**config.mk**
```make
export PLATFORM = sky130hd
export DESIGN_NAME = gnms_seq
export DESIGN_NICKNAME = d
export VERILOG_FILES = /design/src/hdl/assert_macros.svh /design/src/hdl/gnms_pkg.sv /design/src/hdl/gnms_seq.sv
export SDC_FILE = /design/constraint.sdc
export NUM_CORES = 1
export LEC_CHECK = 0
export BUFFER_PORTS_ARGS = -buffer_cell sky130_fd_sc_hd__buf_4
export CAP_MARGIN = 20
export CORE_UTILIZATION = 55
export CTS_BUF_LIST = sky130_fd_sc_hd__clkbuf_16
export CTS_CLUSTER_SIZE = 30
export DETAILED_ROUTE_END_ITERATION = 12
export PLACE_DENSITY = 0.89
export SYNTH_ARGS = -nofsm -noshare
export SYNTH_HDL_FRONTEND = slang
export SYNTH_SLANG_ARGS = --single-unit
export TNS_END_PERCENT = 30
```
**constraint.sdc**
```tcl
create_clock -name clk -period 8.2 [get_ports clk]
set_input_delay 0.41 -clock clk [delete_from_list [all_inputs] [get_ports clk]]
set_output_delay 0.41 -clock clk [all_outputs]
set_load 0.02 [all_outputs]
```
**src/hdl/assert_macros.svh**
```systemverilog
// ----------------------------------------------------------------------------
// assert_macros.svh
// Concurrent assertion shorthands used by the NMS core.
// ----------------------------------------------------------------------------
`ifndef ASSERT_MACROS_SVH
`define ASSERT_MACROS_SVH

// Property checked on every rising edge, off while reset is asserted.
`define ASSERT_PROP(label, clk, rst_n, prop, msg) \
    label: assert property (@(posedge clk) disable iff (!rst_n) prop) \
        else $error(msg);

// Condition that must never be true.
`define ASSERT_NEVER(label, clk, rst_n, expr, msg) \
    `ASSERT_PROP(label, clk, rst_n, !(expr), msg)

`endif

```
**src/hdl/gnms_pkg.sv**
```systemverilog
`timescale 1ns / 1ps
// ----------------------------------------------------------------------------
// gnms_pkg
// Shared widths, codes, direction binning and the pipeline item type.
// ----------------------------------------------------------------------------
package gnms_pkg;

    localparam int MAX_WIDTH_DEF = 4096;
    localparam int MAX_HEIGHT    = 4096;
    localparam int DIM_RESET     = 4096;
    localparam int DIM_W         = 13;
    localparam int ROW_W         = 12;
    localparam int MAG_W         = 16;
    localparam int ANGLE_W       = 13;
    localparam int BIN_W         = 2;
    localparam int WORD_W        = MAG_W + BIN_W;
    localparam int FIFO_DEPTH    = 4;

    // register indexes (paddr[2])
    localparam logic REG_WIDTH  = 1'b0;
    localparam logic REG_HEIGHT = 1'b1;

    // input kind on tuser
    localparam logic ACT_PIXEL = 1'b0;
    localparam logic ACT_FLUSH = 1'b1;

    // direction bins
    localparam logic [BIN_W-1:0] DIR_VERT      = 2'd0;
    localparam logic [BIN_W-1:0] DIR_DIAG_MAIN = 2'd1;
    localparam logic [BIN_W-1:0] DIR_HORZ      = 2'd2;
    localparam logic [BIN_W-1:0] DIR_DIAG_ANTI = 2'd3;

    // angles in 1/16 degree
    localparam logic [ANGLE_W-1:0] ANG_180   = 13'd2880;
    localparam logic [ANGLE_W-1:0] ANG_360   = 13'd5760;
    localparam logic [ANGLE_W-1:0] ANG_22_5  = 13'd360;
    localparam logic [ANGLE_W-1:0] ANG_67_5  = 13'd1080;
    localparam logic [ANGLE_W-1:0] ANG_112_5 = 13'd1800;
    localparam logic [ANGLE_W-1:0] ANG_157_5 = 13'd2520;

    typedef struct packed {
        logic              valid;
        logic              emit;
        logic              last;
        logic              up;
        logic              down;
        logic              left;
        logic              right;
        logic [WORD_W-1:0] word;
    } item_t;

    function automatic logic [BIN_W-1:0] angle_bin(input logic [ANGLE_W-1:0] a);
        logic [ANGLE_W-1:0] f;
        logic [BIN_W-1:0]   b;
        if (a >= ANG_360)
        begin
            f = a - ANG_360;
        end
        else if (a >= ANG_180)
        begin
            f = a - ANG_180;
        end
        else
        begin
            f = a;
        end
        if (f <= ANG_22_5 || f > ANG_157_5)
        begin
            b = DIR_VERT;
        end
        else if (f <= ANG_67_5)
        begin
            b = DIR_DIAG_MAIN;
        end
        else if (f <= ANG_112_5)
        begin
            b = DIR_HORZ;
        end
        else
        begin
            b = DIR_DIAG_ANTI;
        end
        return b;
    endfunction

endpackage

```
**src/hdl/gnms_seq.sv**
```systemverilog
`timescale 1ns / 1ps
// ----------------------------------------------------------------------------
// gnms_seq
// Frame sequencer: pixel/result counters, ring pointers, item tagging.
// ----------------------------------------------------------------------------
module gnms_seq #(
    parameter int MAX_WIDTH = gnms_pkg::MAX_WIDTH_DEF
) (
    input  logic                                   clk,
    input  logic                                   rst_n,
    input  logic                                   restart,
    input  logic                                   accept,
    input  logic                                   is_flush,
    input  logic [gnms_pkg::MAG_W-1:0]             mag,
    input  logic [gnms_pkg::ANGLE_W-1:0]           angle,
    input  logic [$clog2(MAX_WIDTH+1)-1:0]         width,
    input  logic [gnms_pkg::DIM_W-1:0]             height,
    input  logic [$clog2(MAX_WIDTH*gnms_pkg::MAX_HEIGHT+1)-1:0] total,
    output logic                                   emit_now,
    output logic                                   wr_en,
    output logic [$clog2(2*MAX_WIDTH+2)-1:0]       wr_addr,
    output logic [gnms_pkg::WORD_W-1:0]            wr_data,
    output logic [$clog2(2*MAX_WIDTH+2)-1:0]       rd_addr_mid,
    output logic [$clog2(2*MAX_WIDTH+2)-1:0]       rd_addr_top,
    output gnms_pkg::item_t                        item
);

    localparam int WW    = $clog2(MAX_WIDTH + 1);
    localparam int CW    = $clog2(MAX_WIDTH * gnms_pkg::MAX_HEIGHT + 1);
    localparam int CLW   = $clog2(MAX_WIDTH);
    localparam int DEPTH = 2 * MAX_WIDTH + 2;
    localparam int AW    = $clog2(DEPTH);
    localparam int ROW_W = gnms_pkg::ROW_W;

    logic [CW-1:0]    taken_reg;
    logic [CLW-1:0]   col_reg;
    logic [ROW_W-1:0] row_reg;
    logic [AW-1:0]    vp_reg;
    logic [AW-1:0]    rp_mid_reg;
    logic [AW-1:0]    rp_top_reg;
    gnms_pkg::item_t  item_reg;
    gnms_pkg::item_t  item_next;

    logic             full;
    logic             pix_ok;
    logic             fl_ok;
    logic             step;
    logic             primed;
    logic             first;
    logic             col_last;
    logic             row_last;
    logic             frame_done;
    logic [WW-1:0]    off_mid;
    logic [AW-1:0]    off_top;
    logic [AW-1:0]    init_mid;
    logic [AW-1:0]    init_top;
    logic [AW-1:0]    base_wr;
    logic [AW-1:0]    base_mid;
    logic [AW-1:0]    base_top;

    function automatic logic [AW-1:0] inc_ptr(input logic [AW-1:0] a);
        logic [AW-1:0] r;
        if (a == AW'(DEPTH - 1))
        begin
            r = '0;
        end
        else
        begin
            r = a + AW'(1);
        end
        return r;
    endfunction

    always_comb
    begin
        full       = (taken_reg == total);
        pix_ok     = accept && (is_flush == gnms_pkg::ACT_PIXEL) && !full;
        fl_ok      = accept && (is_flush == gnms_pkg::ACT_FLUSH) && full;
        step       = pix_ok || fl_ok;
        primed     = (taken_reg >= (CW'(width) + CW'(1)));
        emit_now   = fl_ok || (pix_ok && primed);
        first      = (taken_reg == '0);
        col_last   = (col_reg == CLW'(width - WW'(1)));
        row_last   = (row_reg == ROW_W'(height - gnms_pkg::DIM_W'(1)));
        frame_done = col_last && row_last;

        // single-row frames: middle tap one column closer, upper row unused
        off_mid  = (height == gnms_pkg::DIM_W'(1)) ? (width - WW'(1)) : width;
        off_top  = AW'({width, 1'b0});
        init_mid = (off_mid == '0) ? '0 : (AW'(DEPTH) - AW'(off_mid));
        init_top = AW'(DEPTH) - off_top;

        base_wr  = first ? '0 : vp_reg;
        base_mid = first ? init_mid : rp_mid_reg;
        base_top = first ? init_top : rp_top_reg;

        wr_en       = pix_ok;
        wr_addr     = base_wr;
        rd_addr_mid = base_mid;
        rd_addr_top = base_top;
        wr_data     = {gnms_pkg::angle_bin(angle), mag};

        item_next.valid = step;
        item_next.emit  = emit_now;
        item_next.last  = fl_ok && frame_done;
        item_next.up    = (row_reg != '0);
        item_next.down  = !row_last;
        item_next.left  = (col_reg != '0);
        item_next.right = !col_last;
        item_next.word  = wr_data;
    end

    always_ff @(posedge clk or negedge rst_n)
    begin
        if (!rst_n)
        begin
            taken_reg  <= '0;
            col_reg    <= '0;
            row_reg    <= '0;
            vp_reg     <= '0;
            rp_mid_reg <= '0;
            rp_top_reg <= '0;
            item_reg   <= '0;
        end
        else
        begin
            item_reg <= item_next;
            if (restart)
            begin
                taken_reg <= '0;
                col_reg   <= '0;
                row_reg   <= '0;
            end
            else
            begin
                if (step)
                begin
                    vp_reg     <= inc_ptr(base_wr);
                    rp_mid_reg <= inc_ptr(base_mid);
                    rp_top_reg <= inc_ptr(base_top);
                end
                if (pix_ok)
                begin
                    taken_reg <= taken_reg + CW'(1);
                end
                if (emit_now)
                begin
                    if (fl_ok && frame_done)
                    begin
                        taken_reg <= '0;
                        col_reg   <= '0;
                        row_reg   <= '0;
                    end
                    else if (col_last)
                    begin
                        col_reg <= '0;
                        row_reg <= row_reg + ROW_W'(1);
                    end
                    else
                    begin
                        col_reg <= col_reg + CLW'(1);
                    end
                end
            end
        end
    end

    assign item = item_reg;

endmodule

```
* Word-level counts from Yosys, hierarchy flattened
Cells that the tools add are included.
** Word-level totals
- Logic and storage cells :: 89
- Input port bits :: 85
- Register bits after elaboration :: 116
- Output and inout bits :: 87
** Operators by class
- $add $sub $neg :: 13
- Bitwise operators :: 2
- Reductions and logical operators :: 21
- Magnitude comparators :: 7
- Equality and inequality tests :: 7
- Muxes and demuxes :: 25
** Operator list (count)
- two-way mux 25 bit :: 4
- two-way mux 14 bit :: 7
- two-way mux 12 bit :: 8
- adder 14 x 1 -> 14 bit (second input constant) :: 3
- equality test 14 bit (second input constant) :: 3
- two-way mux 13 bit :: 3
- less-or-equal comparator 13 x 11 -> 1 bit (second input constant) :: 2
- adder 25 x 1 -> 25 bit (second input constant) :: 1
- equality test 25 bit :: 1
- greater-or-equal comparator 25 x 14 -> 1 bit :: 1
- zero test 25 bit :: 1
- adder 12 x 1 -> 12 bit (second input constant) :: 2
- equality test 12 bit :: 2
- nonzero test 12 bit :: 2
- adder 13 x 1 -> 14 bit (second input constant) :: 1
- subtractor 14 x 13 -> 14 bit (first input constant) :: 1
- subtractor 14 bit (first input constant) :: 1
- equality test 13 x 1 -> 1 bit (second input constant) :: 1
- greater-or-equal comparator 13 x 12 -> 1 bit (second input constant) :: 1
- greater-or-equal comparator 13 bit (second input constant) :: 1
- greater-than comparator 13 x 12 -> 1 bit (second input constant) :: 1
- less-or-equal comparator 13 x 9 -> 1 bit (second input constant) :: 1
- zero test 13 bit :: 1
- subtractor 13 x 1 -> 13 bit (second input constant) :: 1
- other kinds (12) :: 25

* Longest topological paths before layout
- Depth after elaboration :: 7
- Mapped depth :: 20
- Mapped depth without buffers :: 18

* Worst setup path before layout
Ideal clock, no wire load.
- Path type :: input to register
- Start point :: in width[2]
- End point :: reg rp_mid_reg[0]
- Library setup time :: 0.165 ns
- Setup slack :: 3.818 ns
- Arrival time :: 4.217 ns
- Stages on the path :: 14
- Buffers on the path :: 3
- Data required time :: 8.035 ns
- Cells stage by stage :: clkbuf_1 -> buf_2 -> inv_1 -> ha_1 -> buf_2 -> a21boi_1 -> nand4_1 -> a31oi_2 -> o211ai_1 -> or3b_1 -> o41ai_1 -> nand4_1 -> o21bai_2 -> o21ai_0
** On the way
- Longest elaborated chain between the ends :: 7
- Elaborated cells between the ends (all ways) :: 9
- Those cells by class :: add/sub (3); eq/ne (1); mux (4); reduce/logical (1)
** Ends and longest elaborated chain
- start: declaration :: line gnms_seq.sv:16 : input logic [$clog2(MAX_WIDTH+1)-1:0] width,
- subtractor 13 x 1 -> 13 bit :: line gnms_seq.sv:88 : off_mid = (height == gnms_pkg::DIM_W'(1)) ? (width - WW'(1)) : width;
- two-way mux 13 bit * :: line gnms_seq.sv:88
- subtractor 14 x 13 -> 14 bit or zero test 13 bit (tied branches) :: line gnms_seq.sv:90 : init_mid = (off_mid == '0) ? '0 : (AW'(DEPTH) - AW'(off_mid));
- two-way mux 14 bit * :: line gnms_seq.sv:90
- two-way mux 14 bit * :: line gnms_seq.sv:94 : base_mid = first ? init_mid : rp_mid_reg;
- named net rd_addr_mid[13] :: line gnms_seq.sv:23 : output logic [$clog2(2*MAX_WIDTH+2)-1:0] rd_addr_mid,
- equality test 14 bit * :: line gnms_seq.sv:63 : if (a == AW'(DEPTH - 1))
- two-way mux 14 bit * :: line gnms_seq.sv:63
- end signal: assignment :: line gnms_seq.sv:139 : rp_mid_reg <= inc_ptr(base_mid);
- end: declaration :: line gnms_seq.sv:39 : logic [AW-1:0] rp_mid_reg;
Mark *: on every way through the listed nets, which the timed path passes. The rest lies on a longest branch.
A chain may end at the register's enable or synchronous reset.

* Final worst setup path
- Start point :: reg taken_reg[0]
- End point :: reg rp_top_reg[4]
** On the way
- Longest elaborated chain between the ends :: 5
- Elaborated cells between the ends (all ways) :: 11
- Those cells by class :: add/sub (1); eq/ne (2); mux (2); reduce/logical (6)
** Ends and longest elaborated chain
- start: declaration :: line gnms_seq.sv:35 : logic [CW-1:0] taken_reg;
- start signal: assignment :: line gnms_seq.sv:144 : taken_reg <= taken_reg + CW'(1);
- branches (longest 5 deep; another with adder 14 x 1 -> 14 bit)
- end signal: assignment :: line gnms_seq.sv:140 : rp_top_reg <= inc_ptr(base_top);
- end: declaration :: line gnms_seq.sv:40 : logic [AW-1:0] rp_top_reg;
Several ways; the timed one is not identified.

==> impl_metrics.ini <==
[cts]
cts_setup_buffers = 0
clk_pin_slew_ns = 0.05
cts_inserted_buffers = 17
ctsResizeCount = 0
cts_hold_buf = 0
root_buffer = clkbuf_16
cts_tree = built
cts-htree-levels = 4
clock_latency_ns = 0.41
clkSinkCount = 116
cts.path.max_buffers = 2

[placement]
hpwlAfterDp_um = 17700
io_buffers = 171
routabilityCongestion = 0.958
dp_cells = 1422

[global_route]
grt_max_degree = 72
grt_pass1_vias = 8253
grt_pass1_wl_um = 39700
antenna_found_initial = 0
overflow = 0
track_usage = 0.280

[power]
ir_worst_vdd_v = 0.000141
switching_power_mw = 0.548
p_leak_nw = 4.87
combPwrFrac = 0.238
seqPwrFrac = 0.352
p_sw_frac = 0.298
clkPwrFrac = 0.410
p_int_mw = 1.29
powerDensity_nw_per_um2 = 166

[critical_path]
reg2reg_to = rp_top_reg[4]$_DFFE_PN0P_
cp-end-kind = flop
cp_max_fo = 37
regToRegStartpoint = taken_reg[0]$_DFF_PN0_
worst_ep_arrival_time_ns = 4.79
criticalPathCategory = reg2reg
cp-start-kind = flop
reg2regPathDepth = 13
crit_required_ns = 8.50
rrSetupSlack_ns = 3.71

[yosys]
ys_seq_area_frac = 0.312
syn_nets = 1227
synthFlopType = dfrtp_1
syn_avg_cell_area_um2 = 8.45
synth_edf_count = 0
synth_cells = 1102
yosysWarnings = 0
synth_async_sr_flop_share = 1.00
synth.cell_area_um2 = 9320
synth_cell_types = 88
ys_ff_latch = 116

[final_layout]
layout-drive-gt1-share = 0.198
layout.nets = 1346
synthToLayoutAreaGrowth_pct = 19.3
fill_cells = 1351
final_cells = 1453
diodes = 0

[route]
finalWirelength_um = 24200
drt_iter0_drc = 706
viasPerCell = 6.02
routedWlPerCell_um = 16.7
drc_errors = 0
dr.pass1.iters = 6
antenna_left = 0
vias = 8746

[floorplanning]
io_pins = 172
fp-row-count = 47
core_area_um2 = 16600
die_width_um = 132
die_y_um = 132
die_area_um2 = 17500
start_util = 0.562

[timing]
worstMarginPinSlew_ns = 0.909
clock_skew_ns = 0.00572
fmax_mhz = 223
setup-violations-final = 0
period_share = 0.548
slew_headroom = 0.394
report.final.slew_viol_count = 0
finalCriticalPeriod_ns = 4.49
hold_viol = 0
setup_tns_ns = 0
rsz0062_at_grt = false

[worst_hold_path]
hold_class = in2async

[job]
drv_cap = 0

[run_status]
status = finished clean
## per-layer routing
| layer | routed length (um) | global-route usage | vias to the layer above | part of all wire |
|---|---|---|---|---|
| met5 | 0 | 0 | - | 0 |
| met4 | 612 | 0.106 | 0 | 0.025 |
| met3 | 1620 | 0.0561 | 65 | 0.067 |
| met2 | 11800 | 0.456 | 393 | 0.49 |
| met1 | 10200 | 0.369 | 4160 | 0.42 |
| li1 | - | - | 4128 | - |
## worst max-delay path by stage
stage / startpoint / end / slack, ns / cells past startpoint
detailed placement: width[1] / row_reg[1]$_DFFE_PN0P_ / 3.71 / 12
global route: taken_reg[0]$_DFF_PN0_ / rp_top_reg[4]$_DFFE_PN0P_ / 3.33 / 13
finish: taken_reg[0]$_DFF_PN0_ / rp_top_reg[4]$_DFFE_PN0P_ / 3.71 / 13
CTS: taken_reg[0]$_DFF_PN0_ / rp_top_reg[4]$_DFFE_PN0P_ / 3.72 / 13
floorplan: width[2] / rp_mid_reg[0]$_DFFE_PN0P_ / 3.82 / 14
global placement: height[1] / rp_mid_reg[0]$_DFFE_PN0P_ / 3.81 / 14
## power groups by stage
stage               clock [mW]  sequential [mW]  combinational, mW
CTS                      0.768            0.646              0.436
detailed placement           0            0.654              0.436
finish                   0.756            0.648              0.438
floorplan                    0            0.655              0.277
global route             0.795            0.652              0.476
global placement             0            0.653              0.423
## cells in the final DEF (no fill, tap or decap), drive strengths merged, types with 25 or more instances in the layout
cell type	n
nand2	106
nand3	53
xor2	47
o21ai	66
buf	175
nor4	26
xnor2	102
nor3	25
nand4	33
a21oi	31
inv	46
dfrtp	116
ha	40
nor2	104
## synthesized netlist by cell type, drive strengths merged, types with 7 or more instances
cell,number,area share
a21o,12,0.0097
a21oi,31,0.017
a22o,9,0.0085
a31oi,12,0.0087
a32o,7,0.0075
and2,16,0.011
and3,15,0.010
buf,38,0.026
clkbuf,37,0.015
dfrtp,116,0.31
ha,40,0.054
inv,46,0.019
mux2i,14,0.015
nand2,106,0.043
nand3,53,0.028
nand4,33,0.023
nor2,104,0.042
nor2b,13,0.0087
nor3,25,0.015
nor3b,9,0.0078
nor4,26,0.024
nor4b,9,0.011
o21ai,66,0.037
o22ai,9,0.0074
o31ai,17,0.016
or3,12,0.0081
or4,8,0.0064
xnor2,102,0.096
xor2,47,0.044
## logic make-up (layout without fill, tap and decap cells)
family / Yosys count / count (layout) / share of synthesized area
AO/OA/AOI/OAI: 207 / 207 / 0.156
XOR/XNOR: 149 / 149 / 0.140
adder cells (fa/ha/maj): 40 / 40 / 0.0537
buffers and inverters: 121 / 252 / 0.0599
flip-flops: 116 / 116 / 0.312
multiplexers: 15 / 15 / 0.0162
AND/OR/NAND/NOR: 454 / 454 / 0.262
## critical path, cell delays in order, from the launching register on
cell and delay, ns:
dfrtp_1 0.44, inv_1 0.11, ha_1 0.15, or4b_1 0.45, nor3_2 0.16, nand4b_2 0.49, buf_4 0.46, mux2i_1 0.32
inv_2 0.09, or4_1 0.45, or4_1 0.42, nor4_2 0.27, nor2_1 0.25, a32o_1 0.31
## final cells by class
| class | instances | area, um^2 | area share |
|---|---|---|---|
| multi-input cells | 865 | 5860 | 0.527 |
| flip-flops and latches | 116 | 2900 | 0.261 |
| repair buffers | 175 | 1310 | 0.118 |
| clock buffers | 17 | 425 | 0.0383 |
| well taps | 220 | 275 | 0.0248 |
| inverters | 46 | 173 | 0.0155 |
| clock inverters | 14 | 168 | 0.0151 |
## metrics by stage
stage	hold slack [ns]	setup slack, ns	area (um^2)	total power [mW]	util
floorplan	0.114	3.82	9320	0.932	-
global placement	0.455	3.81	10500	1.08	0.634
detailed placement	0.459	3.71	10500	1.09	0.634
CTS	0.0232	3.72	11100	1.85	0.670
global route	0.0525	3.33	11100	1.92	0.670
finish	0.0114	3.71	11100	1.84	0.670
(Power assumes the default switching activity.)
