==> config.mk <==
export PLATFORM = sky130hd
export DESIGN_NAME = gnms_judge
export DESIGN_NICKNAME = d
export VERILOG_FILES = /design/src/hdl/assert_macros.svh /design/src/hdl/gnms_pkg.sv /design/src/hdl/gnms_judge.sv
export SDC_FILE = /design/constraint.sdc
export NUM_CORES = 1
export LEC_CHECK = 0
export BUFFER_PORTS_ARGS = -buffer_cell sky130_fd_sc_hd__clkbuf_2
export CAP_MARGIN = 0
export CORE_UTILIZATION = 50
export CTS_BUF_LIST = sky130_fd_sc_hd__clkbuf_4
export DETAILED_ROUTE_END_ITERATION = 12
export GPL_TIMING_DRIVEN = 0
export PLACE_DENSITY_LB_ADDON = 0.2
export SLEW_MARGIN = 20
export SYNTH_ARGS = -nofsm -noshare
export SYNTH_HDL_FRONTEND = slang
export SYNTH_SLANG_ARGS = --single-unit
==> constraint.sdc <==
create_clock -name clk -period 4.6 [get_ports clk]
set_clock_uncertainty 0.05 [all_clocks]
set_input_delay 0.46 -clock clk [delete_from_list [all_inputs] [get_ports clk]]
set_output_delay 0.46 -clock clk [all_outputs]
set_load 0.005 [all_outputs]
==> src/hdl/assert_macros.svh <==
// ----------------------------------------------------------------------------
// assert_macros.svh
// Concurrent assertion shorthands used by the NMS core.
// ----------------------------------------------------------------------------
`ifndef ASSERT_MACROS_SVH
`define ASSERT_MACROS_SVH

// Property checked on every rising edge, off while reset is asserted.
`define ASSERT_PROP(label, clk, rst_n, prop, msg) \
    label: assert property (@(posedge clk) disable iff (!rst_n) prop) \
        else $error(msg);

// Condition that must never be true.
`define ASSERT_NEVER(label, clk, rst_n, expr, msg) \
    `ASSERT_PROP(label, clk, rst_n, !(expr), msg)

`endif

==> src/hdl/gnms_pkg.sv <==
`timescale 1ns / 1ps
// ----------------------------------------------------------------------------
// gnms_pkg
// Shared widths, codes, direction binning and the pipeline item type.
// ----------------------------------------------------------------------------
package gnms_pkg;

    localparam int MAX_WIDTH_DEF = 4096;
    localparam int MAX_HEIGHT    = 4096;
    localparam int DIM_RESET     = 4096;
    localparam int DIM_W         = 13;
    localparam int ROW_W         = 12;
    localparam int MAG_W         = 16;
    localparam int ANGLE_W       = 13;
    localparam int BIN_W         = 2;
    localparam int WORD_W        = MAG_W + BIN_W;
    localparam int FIFO_DEPTH    = 4;

    // register indexes (paddr[2])
    localparam logic REG_WIDTH  = 1'b0;
    localparam logic REG_HEIGHT = 1'b1;

    // input kind on tuser
    localparam logic ACT_PIXEL = 1'b0;
    localparam logic ACT_FLUSH = 1'b1;

    // direction bins
    localparam logic [BIN_W-1:0] DIR_VERT      = 2'd0;
    localparam logic [BIN_W-1:0] DIR_DIAG_MAIN = 2'd1;
    localparam logic [BIN_W-1:0] DIR_HORZ      = 2'd2;
    localparam logic [BIN_W-1:0] DIR_DIAG_ANTI = 2'd3;

    // angles in 1/16 degree
    localparam logic [ANGLE_W-1:0] ANG_180   = 13'd2880;
    localparam logic [ANGLE_W-1:0] ANG_360   = 13'd5760;
    localparam logic [ANGLE_W-1:0] ANG_22_5  = 13'd360;
    localparam logic [ANGLE_W-1:0] ANG_67_5  = 13'd1080;
    localparam logic [ANGLE_W-1:0] ANG_112_5 = 13'd1800;
    localparam logic [ANGLE_W-1:0] ANG_157_5 = 13'd2520;

    typedef struct packed {
        logic              valid;
        logic              emit;
        logic              last;
        logic              up;
        logic              down;
        logic              left;
        logic              right;
        logic [WORD_W-1:0] word;
    } item_t;

    function automatic logic [BIN_W-1:0] angle_bin(input logic [ANGLE_W-1:0] a);
        logic [ANGLE_W-1:0] f;
        logic [BIN_W-1:0]   b;
        if (a >= ANG_360)
        begin
            f = a - ANG_360;
        end
        else if (a >= ANG_180)
        begin
            f = a - ANG_180;
        end
        else
        begin
            f = a;
        end
        if (f <= ANG_22_5 || f > ANG_157_5)
        begin
            b = DIR_VERT;
        end
        else if (f <= ANG_67_5)
        begin
            b = DIR_DIAG_MAIN;
        end
        else if (f <= ANG_112_5)
        begin
            b = DIR_HORZ;
        end
        else
        begin
            b = DIR_DIAG_ANTI;
        end
        return b;
    endfunction

endpackage

==> src/hdl/gnms_judge.sv <==
`timescale 1ns / 1ps
// ----------------------------------------------------------------------------
// gnms_judge
// 3x3 window registers and the suppression compare.
// ----------------------------------------------------------------------------
module gnms_judge (
    input  logic                        clk,
    input  logic                        rst_n,
    input  gnms_pkg::item_t             item,
    input  logic [gnms_pkg::WORD_W-1:0] mid_word,
    input  logic [gnms_pkg::WORD_W-1:0] top_word,
    output logic                        push,
    output logic [gnms_pkg::MAG_W-1:0]  push_mag,
    output logic                        push_last
);

    localparam int MAG_W = gnms_pkg::MAG_W;

    // column 0 = c-1, 1 = c, 2 = c+1
    logic [MAG_W-1:0]            top_reg [3];
    logic [gnms_pkg::WORD_W-1:0] mid_reg [3];
    logic [MAG_W-1:0]            bot_reg [3];

    logic s2_valid_reg;
    logic s2_last_reg;
    logic s2_up_reg;
    logic s2_down_reg;
    logic s2_left_reg;
    logic s2_right_reg;

    logic [MAG_W-1:0]          mag;
    logic [gnms_pkg::BIN_W-1:0] bin;
    logic [MAG_W-1:0]          nb_a;
    logic [MAG_W-1:0]          nb_b;
    logic                      ok_a;
    logic                      ok_b;
    logic                      suppress;

    always_ff @(posedge clk)
    begin
        if (item.valid)
        begin
            top_reg[0] <= top_reg[1];
            top_reg[1] <= top_reg[2];
            top_reg[2] <= top_word[MAG_W-1:0];
            mid_reg[0] <= mid_reg[1];
            mid_reg[1] <= mid_reg[2];
            mid_reg[2] <= mid_word;
            bot_reg[0] <= bot_reg[1];
            bot_reg[1] <= bot_reg[2];
            bot_reg[2] <= item.word[MAG_W-1:0];
            s2_last_reg  <= item.last;
            s2_up_reg    <= item.up;
            s2_down_reg  <= item.down;
            s2_left_reg  <= item.left;
            s2_right_reg <= item.right;
        end
    end

    always_ff @(posedge clk or negedge rst_n)
    begin
        if (!rst_n)
        begin
            s2_valid_reg <= 1'b0;
        end
        else
        begin
            s2_valid_reg <= item.valid && item.emit;
        end
    end

    always_comb
    begin
        mag  = mid_reg[1][MAG_W-1:0];
        bin  = mid_reg[1][gnms_pkg::WORD_W-1:MAG_W];
        nb_a = '0;
        nb_b = '0;
        ok_a = 1'b0;
        ok_b = 1'b0;
        case (bin)
            gnms_pkg::DIR_VERT:
            begin
                nb_a = top_reg[1];
                ok_a = s2_up_reg;
                nb_b = bot_reg[1];
                ok_b = s2_down_reg;
            end
            gnms_pkg::DIR_DIAG_MAIN:
            begin
                nb_a = top_reg[0];
                ok_a = s2_up_reg && s2_left_reg;
                nb_b = bot_reg[2];
                ok_b = s2_down_reg && s2_right_reg;
            end
            gnms_pkg::DIR_HORZ:
            begin
                nb_a = mid_reg[0][MAG_W-1:0];
                ok_a = s2_left_reg;
                nb_b = mid_reg[2][MAG_W-1:0];
                ok_b = s2_right_reg;
            end
            gnms_pkg::DIR_DIAG_ANTI:
            begin
                nb_a = top_reg[2];
                ok_a = s2_up_reg && s2_right_reg;
                nb_b = bot_reg[0];
                ok_b = s2_down_reg && s2_left_reg;
            end
            default:
            begin
                ok_a = 1'b0;
                ok_b = 1'b0;
            end
        endcase
        suppress  = (ok_a && (mag < nb_a)) || (ok_b && (mag < nb_b));
        push      = s2_valid_reg;
        push_mag  = suppress ? '0 : mag;
        push_last = s2_last_reg;
    end

endmodule

# --- Yosys cells after proc, flatten, opt, wreduce, memory -nomap -nowiden ---
# Memory sizes are Yosys's and may differ from the RTL's.
# Cells that the tools add are included.
classes:
  order_cmp: 2
  eq_ne: 3
  n_reduce_logical: 9
  muxes: 7
op_table:
  columns: ["cell", "count"]
  rows:
  - ["$pmux 16 s4", 2]
  - ["$lt 16x16->1", 2]
  - ["$mux 16", 1]
  - ["$pmux 1 s4", 2]
  - ["$logic_and 1x1->1", 7]
  - ["$eq 2x2->1 const B", 2]
  - ["$eq 2x1->1 const B", 1]
  - ["$logic_not 2->1", 1]
  - ["$mux 1", 2]
  - ["$logic_or 1x1->1", 1]
totals:
  ram_bits: 150
  mem_count: 3
  inputBits: 63
  out_inout_bits: 18
  regBits: 6
mem_list:
  columns: ["name", "depth", "word_bits", "rd", "rd_ports_with_merged_regs", "wr", "line", "rtl"]
  rows:
  - ["mid_reg", 3, 18, 3, 0, 3, "gnms_judge.sv:21", "logic [gnms_pkg::WORD_W-1:0] mid_reg [3];"]
  - ["bot_reg", 3, 16, 3, 0, 3, "gnms_judge.sv:22", "logic [MAG_W-1:0] bot_reg [3];"]
  - ["top_reg", 3, 16, 3, 0, 3, "gnms_judge.sv:20", "logic [MAG_W-1:0] top_reg [3];"]

# --- Longest topological paths before layout ---
# Gate-level depths: netlist (run 1).
logic_depth:
  depth_word: 6
  ltp_mapped: 11
  ltp_nobuf: 8

# --- Least setup slack after synthesis (run 1) ---
# OpenSTA, ideal clock, no wires.
synth_timing:
  path_type: "register to output"
  start: "mem mid_reg[0][35] in the netlist's numbering"
  end: "out push_mag[10] in the netlist's numbering"
  setup_slack_ps: 1201
  stages_incl_launch_ff: 12
  t_required_ps: 4090
  t_arrival_ps: 2889
  path_buffers: 3
  path_cell_list: "edfxtp_1 > buf_2 > buf_2 > mux4_2 > inv_1 > ha_1 > a2111oi_0 > a22o_1 > o41ai_2 > a211oi_2 > buf_6 > nor3b_2"
synth_lines:
  columns: ["element", "line", "rtl"]
  rows:
  - ["start, declared", "gnms_judge.sv:21", null]
  - ["end, declared", "gnms_judge.sv:13", "output logic [gnms_pkg::MAG_W-1:0] push_mag,"]

==> impl_table.tex, run 1 <==
\begin{tabular}{lr}
\hline
Metric & Value \\
\hline
\multicolumn{2}{l}{\textbf{Outcome}} \\
Outcome & finished, final reports clean \\
\multicolumn{2}{l}{\textbf{Placed design}} \\
Routability Congestion & 0.7374 \\
Placed Instances & 575 \\
Detailed-placement wirelength estimate & between 6000 and 7000 µm \\
Area after detailed placement & 7059 µm² \\
Number of buffers added on ports & 76 \\
\multicolumn{2}{l}{\textbf{Finish}} \\
Ratio of cells with drive above 1 in the final layout & 33.67\% \\
Commonest non-fill, non-tap cell in the layout & sky130\_fd\_sc\_hd\_\_edfxtp\_1 \\
Count of antenna diodes in the layout & 0 \\
Fillers & 901 \\
Nets@finish & 573 \\
Share of the core filled with cells in the final layout & 63.11\% \\
Final Instance Area & 7931 µm² \\
Commonest cells after routing, fill and taps aside & 153 x sky130\_fd\_sc\_hd\_\_edfxtp\_1, 77 x sky130\_fd\_sc\_hd\_\_clkbuf\_2, 57 x sky130\_fd\_sc\_hd\_\_dlygate4sd3\_1 \\
Cell Count, Final, Fillers Out & about 670 \\
Layout Area Growth over Synthesis & 23.40\% \\
Largest register FFs & 52 \\
\multicolumn{2}{l}{\textbf{STA}} \\
Actual slew at the worst max-slew pin & slightly above 0.6 ns \\
Finish-stage setup viols & 0 \\
Worst rel slew slack & 58.73\% \\
Accumulated negative setup slack & 0 ns \\
Final worst path period share & 94.91\% \\
RSZ-0062 raised after global routing & no \\
Final hold viol count & 0 \\
Final-layout worst hold slack & 0.1567 ns \\
Highest clock frequency the design can meet & 229.1 MHz \\
Fin. max-slew vios & 0 \\
Period minus WS final & 4.366 ns \\
\multicolumn{2}{l}{\textbf{Global routing}} \\
Via count of the first global-routing pass & 3551 \\
Pin count of the biggest net entering global routing & around 90 \\
Layer with the highest usage after global routing & met2 \\
Global router's overall resource usage & about a fifth \\
Initial antenna violation count & 0 \\
First-pass GRT wire length & 17860 µm \\
GRT overflow & 0 \\
Global routing usage on met2 & 30.38\% \\
Met3 Resource Use GR & 6.326\% \\
Routing usage on met1 & between 20\% and 30\% \\
\multicolumn{2}{l}{\textbf{Worst hold path}} \\
Min-Delay Path Class & primary input to async pin \\
\multicolumn{2}{l}{\textbf{Critical path}} \\
Category of cells accounting for the largest share of critical-path delay & compound AO/OA/AOI/OAI gates \\
Required @ worst endpoint & 4.09 ns \\
Library cell appearing most often on the critical path & sky130\_fd\_sc\_hd\_\_buf\_6 \\
Type of destination of the critical path & output pin \\
Worst Path Buf+Inv & 5 \\
Type of the setup path with the least slack & flip-flop to output pin \\
Maximum fanout encountered on the critical timing path & 10 \\
Critical path startpoint category & flip-flop \\
Cells traversed along the worst timing path & clkbuf\_4, buf\_6, mux4\_2, inv\_1, ha\_1, a2111oi\_1, a22o\_1, o41ai\_4, a211oi\_4, buf\_6, nor3b\_2, clkbuf\_2 \\
Max stage delay on crit path & around 0.52 ns \\
Data arrival time of the worst path & 3.86 ns \\
Slowest cell on the critical path & sky130\_fd\_sc\_hd\_\_mux4\_2 \\
\multicolumn{2}{l}{\textbf{Drt}} \\
Starting DRT DRC Count & 249 \\
Total vias in the final route & approximately 3500 \\
Total detailed-routing wirelength & roughly 11000 µm \\
Mean routed wirelength per cell & 16.84 µm \\
Detailed-router iteration count before antenna repair & 6 \\
Residual antenna-violating net count after detailed routing & 0 \\
Detailed-route DRC error count & 0 \\
Via density per instance & 5.202 \\
\multicolumn{2}{l}{\textbf{Synthesis}} \\
Top FF cell, synth & sky130\_fd\_sc\_hd\_\_edfxtp\_1 \\
Syn\_nets & 419 \\
Post-synth design cell area & 6427 µm² \\
Mapped Avg Cell Area & 19.72 µm² \\
Sequential area share after synthesis & 71.87\% \\
Number of warning messages in the yosys log & 0 \\
Count of flip-flops with a built-in enable after synthesis & $\sim$150 \\
Async set or reset register ratio after synthesis & 0.6494\% \\
Count of distinct cell types in the synthesized netlist & 33 \\
Post-synthesis register bit count & 154 \\
Gate count after technology mapping & 326 \\
\multicolumn{2}{l}{\textbf{CTS}} \\
Sink count of the clock tree & 154 \\
Buffers from clock root to sink, at most & 2 \\
TritonCTS clock tree & built \\
Clock-pin slew of the registers on the worst-case setup and hold paths & 0.13 ns \\
Insertion delay of the later-clocked pin in the worst-skew pair & 0.55 ns \\
Total clock buffers created by CTS & 17 \\
Number of H-tree levels & 4 \\
Buffer type at the clock tree root & sky130\_fd\_sc\_hd\_\_clkbuf\_4 \\
\multicolumn{2}{l}{\textbf{Power and ir drop}} \\
Maximum ir drop on the vdd rail & 0.0002309 V \\
Power per cell area & 359.3 nW/µm² \\
Leakage & 3.070 nW \\
\multicolumn{2}{l}{\textbf{Floorplan}} \\
Area of the core & 12570 µm² \\
Die Span X & 115.4 µm \\
Die area & 13310 µm² \\
Initial core utilization & 51.14\% \\
Ports & 81 \\
Number of core rows & 41 \\
Die Height & $\sim$120 µm \\
\multicolumn{2}{l}{\textbf{Flow run}} \\
\# Max-Cap Violations & 0 \\
\hline
\end{tabular}
[final cells by class]
type / count / area [µm²] / share of cell area [%]
well taps: 172 / 215.2 / 2.713
flip-flops and latches: 154 / 4619 / 58.24
repair buffers: 135 / 994.7 / 12.54
clock buffers: 18 / 135.1 / 1.704
multi-input cells: 132 / 1657 / 20.89
inverters: 30 / 112.6 / 1.420
clock inverters: 14 / 116.4 / 1.467
plain buffers: 10 / 81.33 / 1.025
[synthesized netlist by cell type (2+ instances only)]
| master | n | area [µm²] |
|---|---|---|
| sky130_fd_sc_hd__mux2i_1 | 2 | 20.02 |
| sky130_fd_sc_hd__a221oi_1 | 2 | 17.52 |
| sky130_fd_sc_hd__ha_1 | 30 | 375.4 |
| sky130_fd_sc_hd__buf_6 | 3 | 33.78 |
| sky130_fd_sc_hd__clkbuf_1 | 3 | 11.26 |
| sky130_fd_sc_hd__o211ai_1 | 3 | 22.52 |
| sky130_fd_sc_hd__o21ai_0 | 3 | 15.01 |
| sky130_fd_sc_hd__nor3b_2 | 10 | 125.1 |
| sky130_fd_sc_hd__a21oi_1 | 10 | 50.05 |
| sky130_fd_sc_hd__edfxtp_1 | 153 | 4594 |
| sky130_fd_sc_hd__a21o_1 | 4 | 30.03 |
| sky130_fd_sc_hd__inv_1 | 30 | 112.6 |
| sky130_fd_sc_hd__nand2_1 | 7 | 26.28 |
| sky130_fd_sc_hd__a2111oi_0 | 2 | 17.52 |
| sky130_fd_sc_hd__buf_2 | 4 | 20.02 |
| sky130_fd_sc_hd__nand4_1 | 5 | 31.28 |
| sky130_fd_sc_hd__and3_1 | 3 | 18.77 |
| sky130_fd_sc_hd__nor3b_1 | 6 | 45.04 |
| sky130_fd_sc_hd__mux4_2 | 32 | 720.7 |
[power breakdown]
part           total (W)  internal (W)  leakage, nW  switching (W)
clock           0.000742      0.000231        0.133       0.000511
sequential       0.00171       0.00166         1.51      0.0000498
combinational   0.000400      0.000212         1.43       0.000189
total            0.00285       0.00210         3.07       0.000749
[per-layer routing]
metal	vias to the layer above	wire length (µm)
met5	-	0
met4	0	127
met3	8	449
met2	82	5631
met1	1743	4989
li1	1626	-
[repair_timing]
action | 4_1_cts | 5_1_grt
buffers inserted | 0 | 1
hold buffers | 55 | 2
endpoints found under the hold margin | 55 | 2
gates resized for setup | 4 | 10
endpoints found under the setup margin | 16 | 16
pin swaps | 0 | 2
[through the flow]
| stage | setup slack [ns] | power, W |
|---|---|---|
| after global routing | 0.01764 | 0.002994 |
| after floorplan | 1.201 | 0.001941 |
| final | 0.2341 | 0.002850 |
| after global placement | 0.5609 | 0.002084 |
| after CTS | 0.01530 | 0.002871 |
| after detailed placement | 0.3820 | 0.002093 |
[final timing paths]
| check | start | endpoint | slack [ns] | cells past startpoint |
|---|---|---|---|---|
| max | mid_reg[0][35] | push_mag[5] | 0.23 | 12 |
| max in group asynchronous | rst_n | push | 4.26 | 2 |
| min reg2reg | mid_reg[0][52] | mid_reg[0][34] | 0.36 | 0 |
| max reg2reg | mid_reg[0][24] | mid_reg[0][6] | 3.76 | 0 |
| min in group clk | mid_reg[0][52] | mid_reg[0][34] | 0.36 | 0 |
| min | rst_n | push | 0.16 | 2 |
[cell families (layout without fill, tap and decap cells)]
group,after synthesis,in the layout,synth area share [%]
compound gates,31,31,3.543
fa+ha+maj,30,30,5.840
buf+inv,40,207,2.764
flops,154,154,71.87
mux,34,34,11.52
simple gates,37,37,4.458
Power figures use the tool's default switching activity.
==> inputs of run 2 (changes only) <==
--- a/config.mk
+++ b/config.mk
@@ -7,6 +7,8 @@
 export LEC_CHECK = 0
 export BUFFER_PORTS_ARGS = -buffer_cell sky130_fd_sc_hd__clkbuf_2
 export CAP_MARGIN = 0
+export CELL_PAD_IN_SITES_DETAIL_PLACEMENT = 1
+export CELL_PAD_IN_SITES_GLOBAL_PLACEMENT = 1
 export CORE_UTILIZATION = 50
 export CTS_BUF_LIST = sky130_fd_sc_hd__clkbuf_4
 export DETAILED_ROUTE_END_ITERATION = 12
==> run 2 against run 1 <==
  * Sequential power is essentially flat
  * Clock power grew 5.8%
  * Flip-flop and latch count stayed put
  * Combinational power rose by 3%
  * Total power grew 2.1%
  * Global-route usage up 2.0 points
  * Hold slack worse by 0.0046 ns
  * Cell count down 0.15%
  * Die area stayed put
  * Critical path depth stayed put
==> impl_table.tex, run 2 (synthesis results as in run 1) <==
\begin{tabular}{lr}
\hline
Metric & Value \\
\hline
\multicolumn{2}{l}{\textbf{Outcome}} \\
Outcome & finished, final reports clean \\
\multicolumn{2}{l}{\textbf{Placed design}} \\
Number of buffers added on ports & 76 (unchanged) \\
Routability Congestion & 0.7389 (+0.20\%) \\
Pre-CTS worst setup slack & 0.3052 ns (-0.07682 ns) \\
Detailed-placement wirelength estimate & 8160 µm (+18\%) \\
\multicolumn{2}{l}{\textbf{Finish}} \\
Ratio of cells with drive above 1 in the final layout & 33.74\% (+0.068 points) \\
Commonest non-fill, non-tap cell in the layout & sky130\_fd\_sc\_hd\_\_edfxtp\_1 \\
Largest register FFs & 52 (unchanged) \\
Layout Area Growth over Synthesis & 23.71\% \\
Nets@finish & 572 (-0.17\%) \\
Share of the core filled with cells in the final layout & 63.27\% (+0.16 points) \\
Commonest cells after routing, fill and taps aside & 153 x sky130\_fd\_sc\_hd\_\_edfxtp\_1, 77 x sky130\_fd\_sc\_hd\_\_clkbuf\_2, 57 x sky130\_fd\_sc\_hd\_\_dlygate4sd3\_1 \\
Fillers & 1142 (+27\%) \\
Count of antenna diodes in the layout & 0 (unchanged) \\
\multicolumn{2}{l}{\textbf{Critical path}} \\
Worst r2r src & mid\_reg[0][24] \\
Worst R2R Path Depth & 0 (unchanged) \\
Worst r2r dst & mid\_reg[0][6] \\
Maximum fanout encountered on the critical timing path & 10 (unchanged) \\
Critical path startpoint category & flip-flop \\
Type of destination of the critical path & output pin \\
Required @ worst endpoint & 4.09 ns (about the same) \\
Worst setup path startpoint & mid\_reg[0][35] \\
Type of the setup path with the least slack & flip-flop to output pin \\
Worst Path Buf+Inv & 5 (unchanged) \\
Category of cells accounting for the largest share of critical-path delay & buffers and inverters \\
Max stage delay on crit path & 0.52 ns (about the same) \\
Cells traversed along the worst timing path & buf\_2, buf\_6, mux4\_2, inv\_1, ha\_1, and3\_1, nand4\_1, o41ai\_4, a211oi\_4, buf\_4, nor3b\_1, clkbuf\_2 \\
Minimum setup slack among reg-to-reg paths & 3.73 ns (-0.03 ns) \\
Slowest cell on the critical path & sky130\_fd\_sc\_hd\_\_mux4\_2 \\
Data arrival time of the worst path & 3.84 ns (-0.02 ns) \\
\multicolumn{2}{l}{\textbf{Floorplan}} \\
Die Span X & 115.4 µm (unchanged) \\
Die area & 13310 µm² (unchanged) \\
Area of the core & 12570 µm² (unchanged) \\
Die Height & 115.4 µm (unchanged) \\
Initial core utilization & 51.14\% (unchanged) \\
Ports & 81 (unchanged) \\
Number of core rows & 41 (unchanged) \\
\multicolumn{2}{l}{\textbf{CTS}} \\
Total clock buffers created by CTS & 17 (unchanged) \\
Number of H-tree levels & 4 (unchanged) \\
Clock-pin slew of the registers on the worst-case setup and hold paths & 0.14 ns (about the same) \\
Insertion delay of the later-clocked pin in the worst-skew pair & 0.56 ns (about the same) \\
TritonCTS clock tree & built \\
Buffer type at the clock tree root & sky130\_fd\_sc\_hd\_\_clkbuf\_4 \\
Buffers from clock root to sink, at most & 2 (unchanged) \\
Sink count of the clock tree & 154 (unchanged) \\
\multicolumn{2}{l}{\textbf{Power and ir drop}} \\
Power Internal & 0.002148 W (+2.3\%) \\
Proportion of power drawn by combinational gates & 14.2\% (+0.2 points) \\
Switching portion of total power & 26.16\% (-0.13 points) \\
Leakage & 3.073 nW (about the same) \\
Power per cell area & 365.9 nW/µm² (+1.8\%) \\
Maximum ir drop on the vdd rail & 0.0002407 V (+4.3\%) \\
Share of power burned in the clock network & 27.0\% (+1.0 points) \\
Final Total Pwr & 0.002909 W (+2.1\%) \\
Sequential share of power & 58.9\% (-1.0 points) \\
Power spent charging and discharging nets & 0.0007611 W (+1.6\%) \\
\multicolumn{2}{l}{\textbf{Drt}} \\
Detailed-route DRC error count & 0 (unchanged) \\
Detailed-router iteration count before antenna repair & 4 (-2) \\
Starting DRT DRC Count & 252 (+1.2\%) \\
Total detailed-routing wirelength & 12520 µm (+12\%) \\
Mean routed wirelength per cell & 18.86 µm (+12\%) \\
Residual antenna-violating net count after detailed routing & 0 (unchanged) \\
Via density per instance & 5.300 (+1.9\%) \\
Total vias in the final route & 3519 (+1.7\%) \\
\multicolumn{2}{l}{\textbf{Global routing}} \\
GRT overflow & 0 (unchanged) \\
Via count of the first global-routing pass & 3807 (+7.2\%) \\
Initial antenna violation count & 0 (unchanged) \\
Pin count of the biggest net entering global routing & 90 (+2.3\%) \\
First-pass GRT wire length & 19760 µm (+11\%) \\
Global router's overall resource usage & 20.74\% (+2.0 points) \\
\multicolumn{2}{l}{\textbf{STA}} \\
Highest clock frequency the design can meet & 229.8 MHz (+0.33\%) \\
Actual slew at the worst max-slew pin & 0.5448 ns (-0.07422 ns) \\
Worst rel slew slack & 63.68\% (+4.9 points) \\
RSZ-0062 raised after global routing & yes \\
PnR worst setup slack & 0.2485 ns (+0.01432 ns) \\
Period minus WS final & 4.352 ns (-0.01432 ns) \\
Final hold viol count & 0 (unchanged) \\
Finish-stage setup viols & 0 (unchanged) \\
Fin. max-slew vios & 0 (unchanged) \\
Final worst path period share & 94.60\% (-0.31 points) \\
\multicolumn{2}{l}{\textbf{Worst hold path}} \\
Min-Delay Path Class & primary input to async pin \\
\multicolumn{2}{l}{\textbf{Flow run}} \\
\# Max-Cap Violations & 0 (unchanged) \\
\hline
\end{tabular}
run 2: how the worst max path moves through the flow:
stage / endpoint / cells after the start
floorplan: push_mag[10] / 11
global placement: push_mag[5] / 12
detailed placement: push_mag[11] / 12
CTS: push_mag[4] / 12
global route: push_mag[4] / 12
finish: push_mag[4] / 12
run 2: final cells by class:
type	instances	area [µm²]	share of cell area (%)
clock buffer	17	127.6	1.605
clock inverter	15	141.4	1.778
inverter	30	112.6	1.416
multi-input combinational	132	1662	20.90
tap	172	215.2	2.707
timing repair buffer	135	994.7	12.51
buffer	9	78.83	0.9913
sequential	154	4619	58.10
run 2: per-layer routing:
layer,vias to the layer above,routed length (µm),global-route usage [%],part of all wire [%]
met2,74,6499,34.49,52
met3,15,443,5.851,3.5
met5,-,0,0,0
met1,1802,5413,26.20,43
li1,1628,-,-,-
met4,0,167,7.273,1.3
run 2: power by group through the flow:
| stage | clock [W] | sequential (W) | combinational, W |
|---|---|---|---|
| floorplan | 0 | 0.00172 | 0.000224 |
| finish | 0.000785 | 0.00171 | 0.000412 |
| CTS | 0.000818 | 0.00171 | 0.000410 |
| global route | 0.000864 | 0.00172 | 0.000458 |
| detailed placement | 0 | 0.00174 | 0.000362 |
| global placement | 0 | 0.00174 | 0.000342 |
run 2: what timing repair did:
item                                    CTS  global route
pin swaps                                 1             0
hold endpoints to repair                 57             0
endpoints found under the setup margin   16            16
buffers inserted                          1             0
hold buffers                             57             0
cloned                                    0             0
gates resized for setup                   6             8
run 2: through the flow:
stage | hold slack (ns) | setup TNS [ns] | instances | area [µm²]
2_1_floorplan | 0.1144 | 0 | 326 | 6427
3_3_place_gp | 0.1850 | 0 | 574 | 7023
3_5_place_dp | 0.1894 | 0 | 575 | 7059
4_1_cts | 0.07799 | 0 | 664 | 7920
5_1_grt | 0.09213 | -0.1324 | 664 | 7951
6_report | 0.1521 | 0 | 664 | 7951
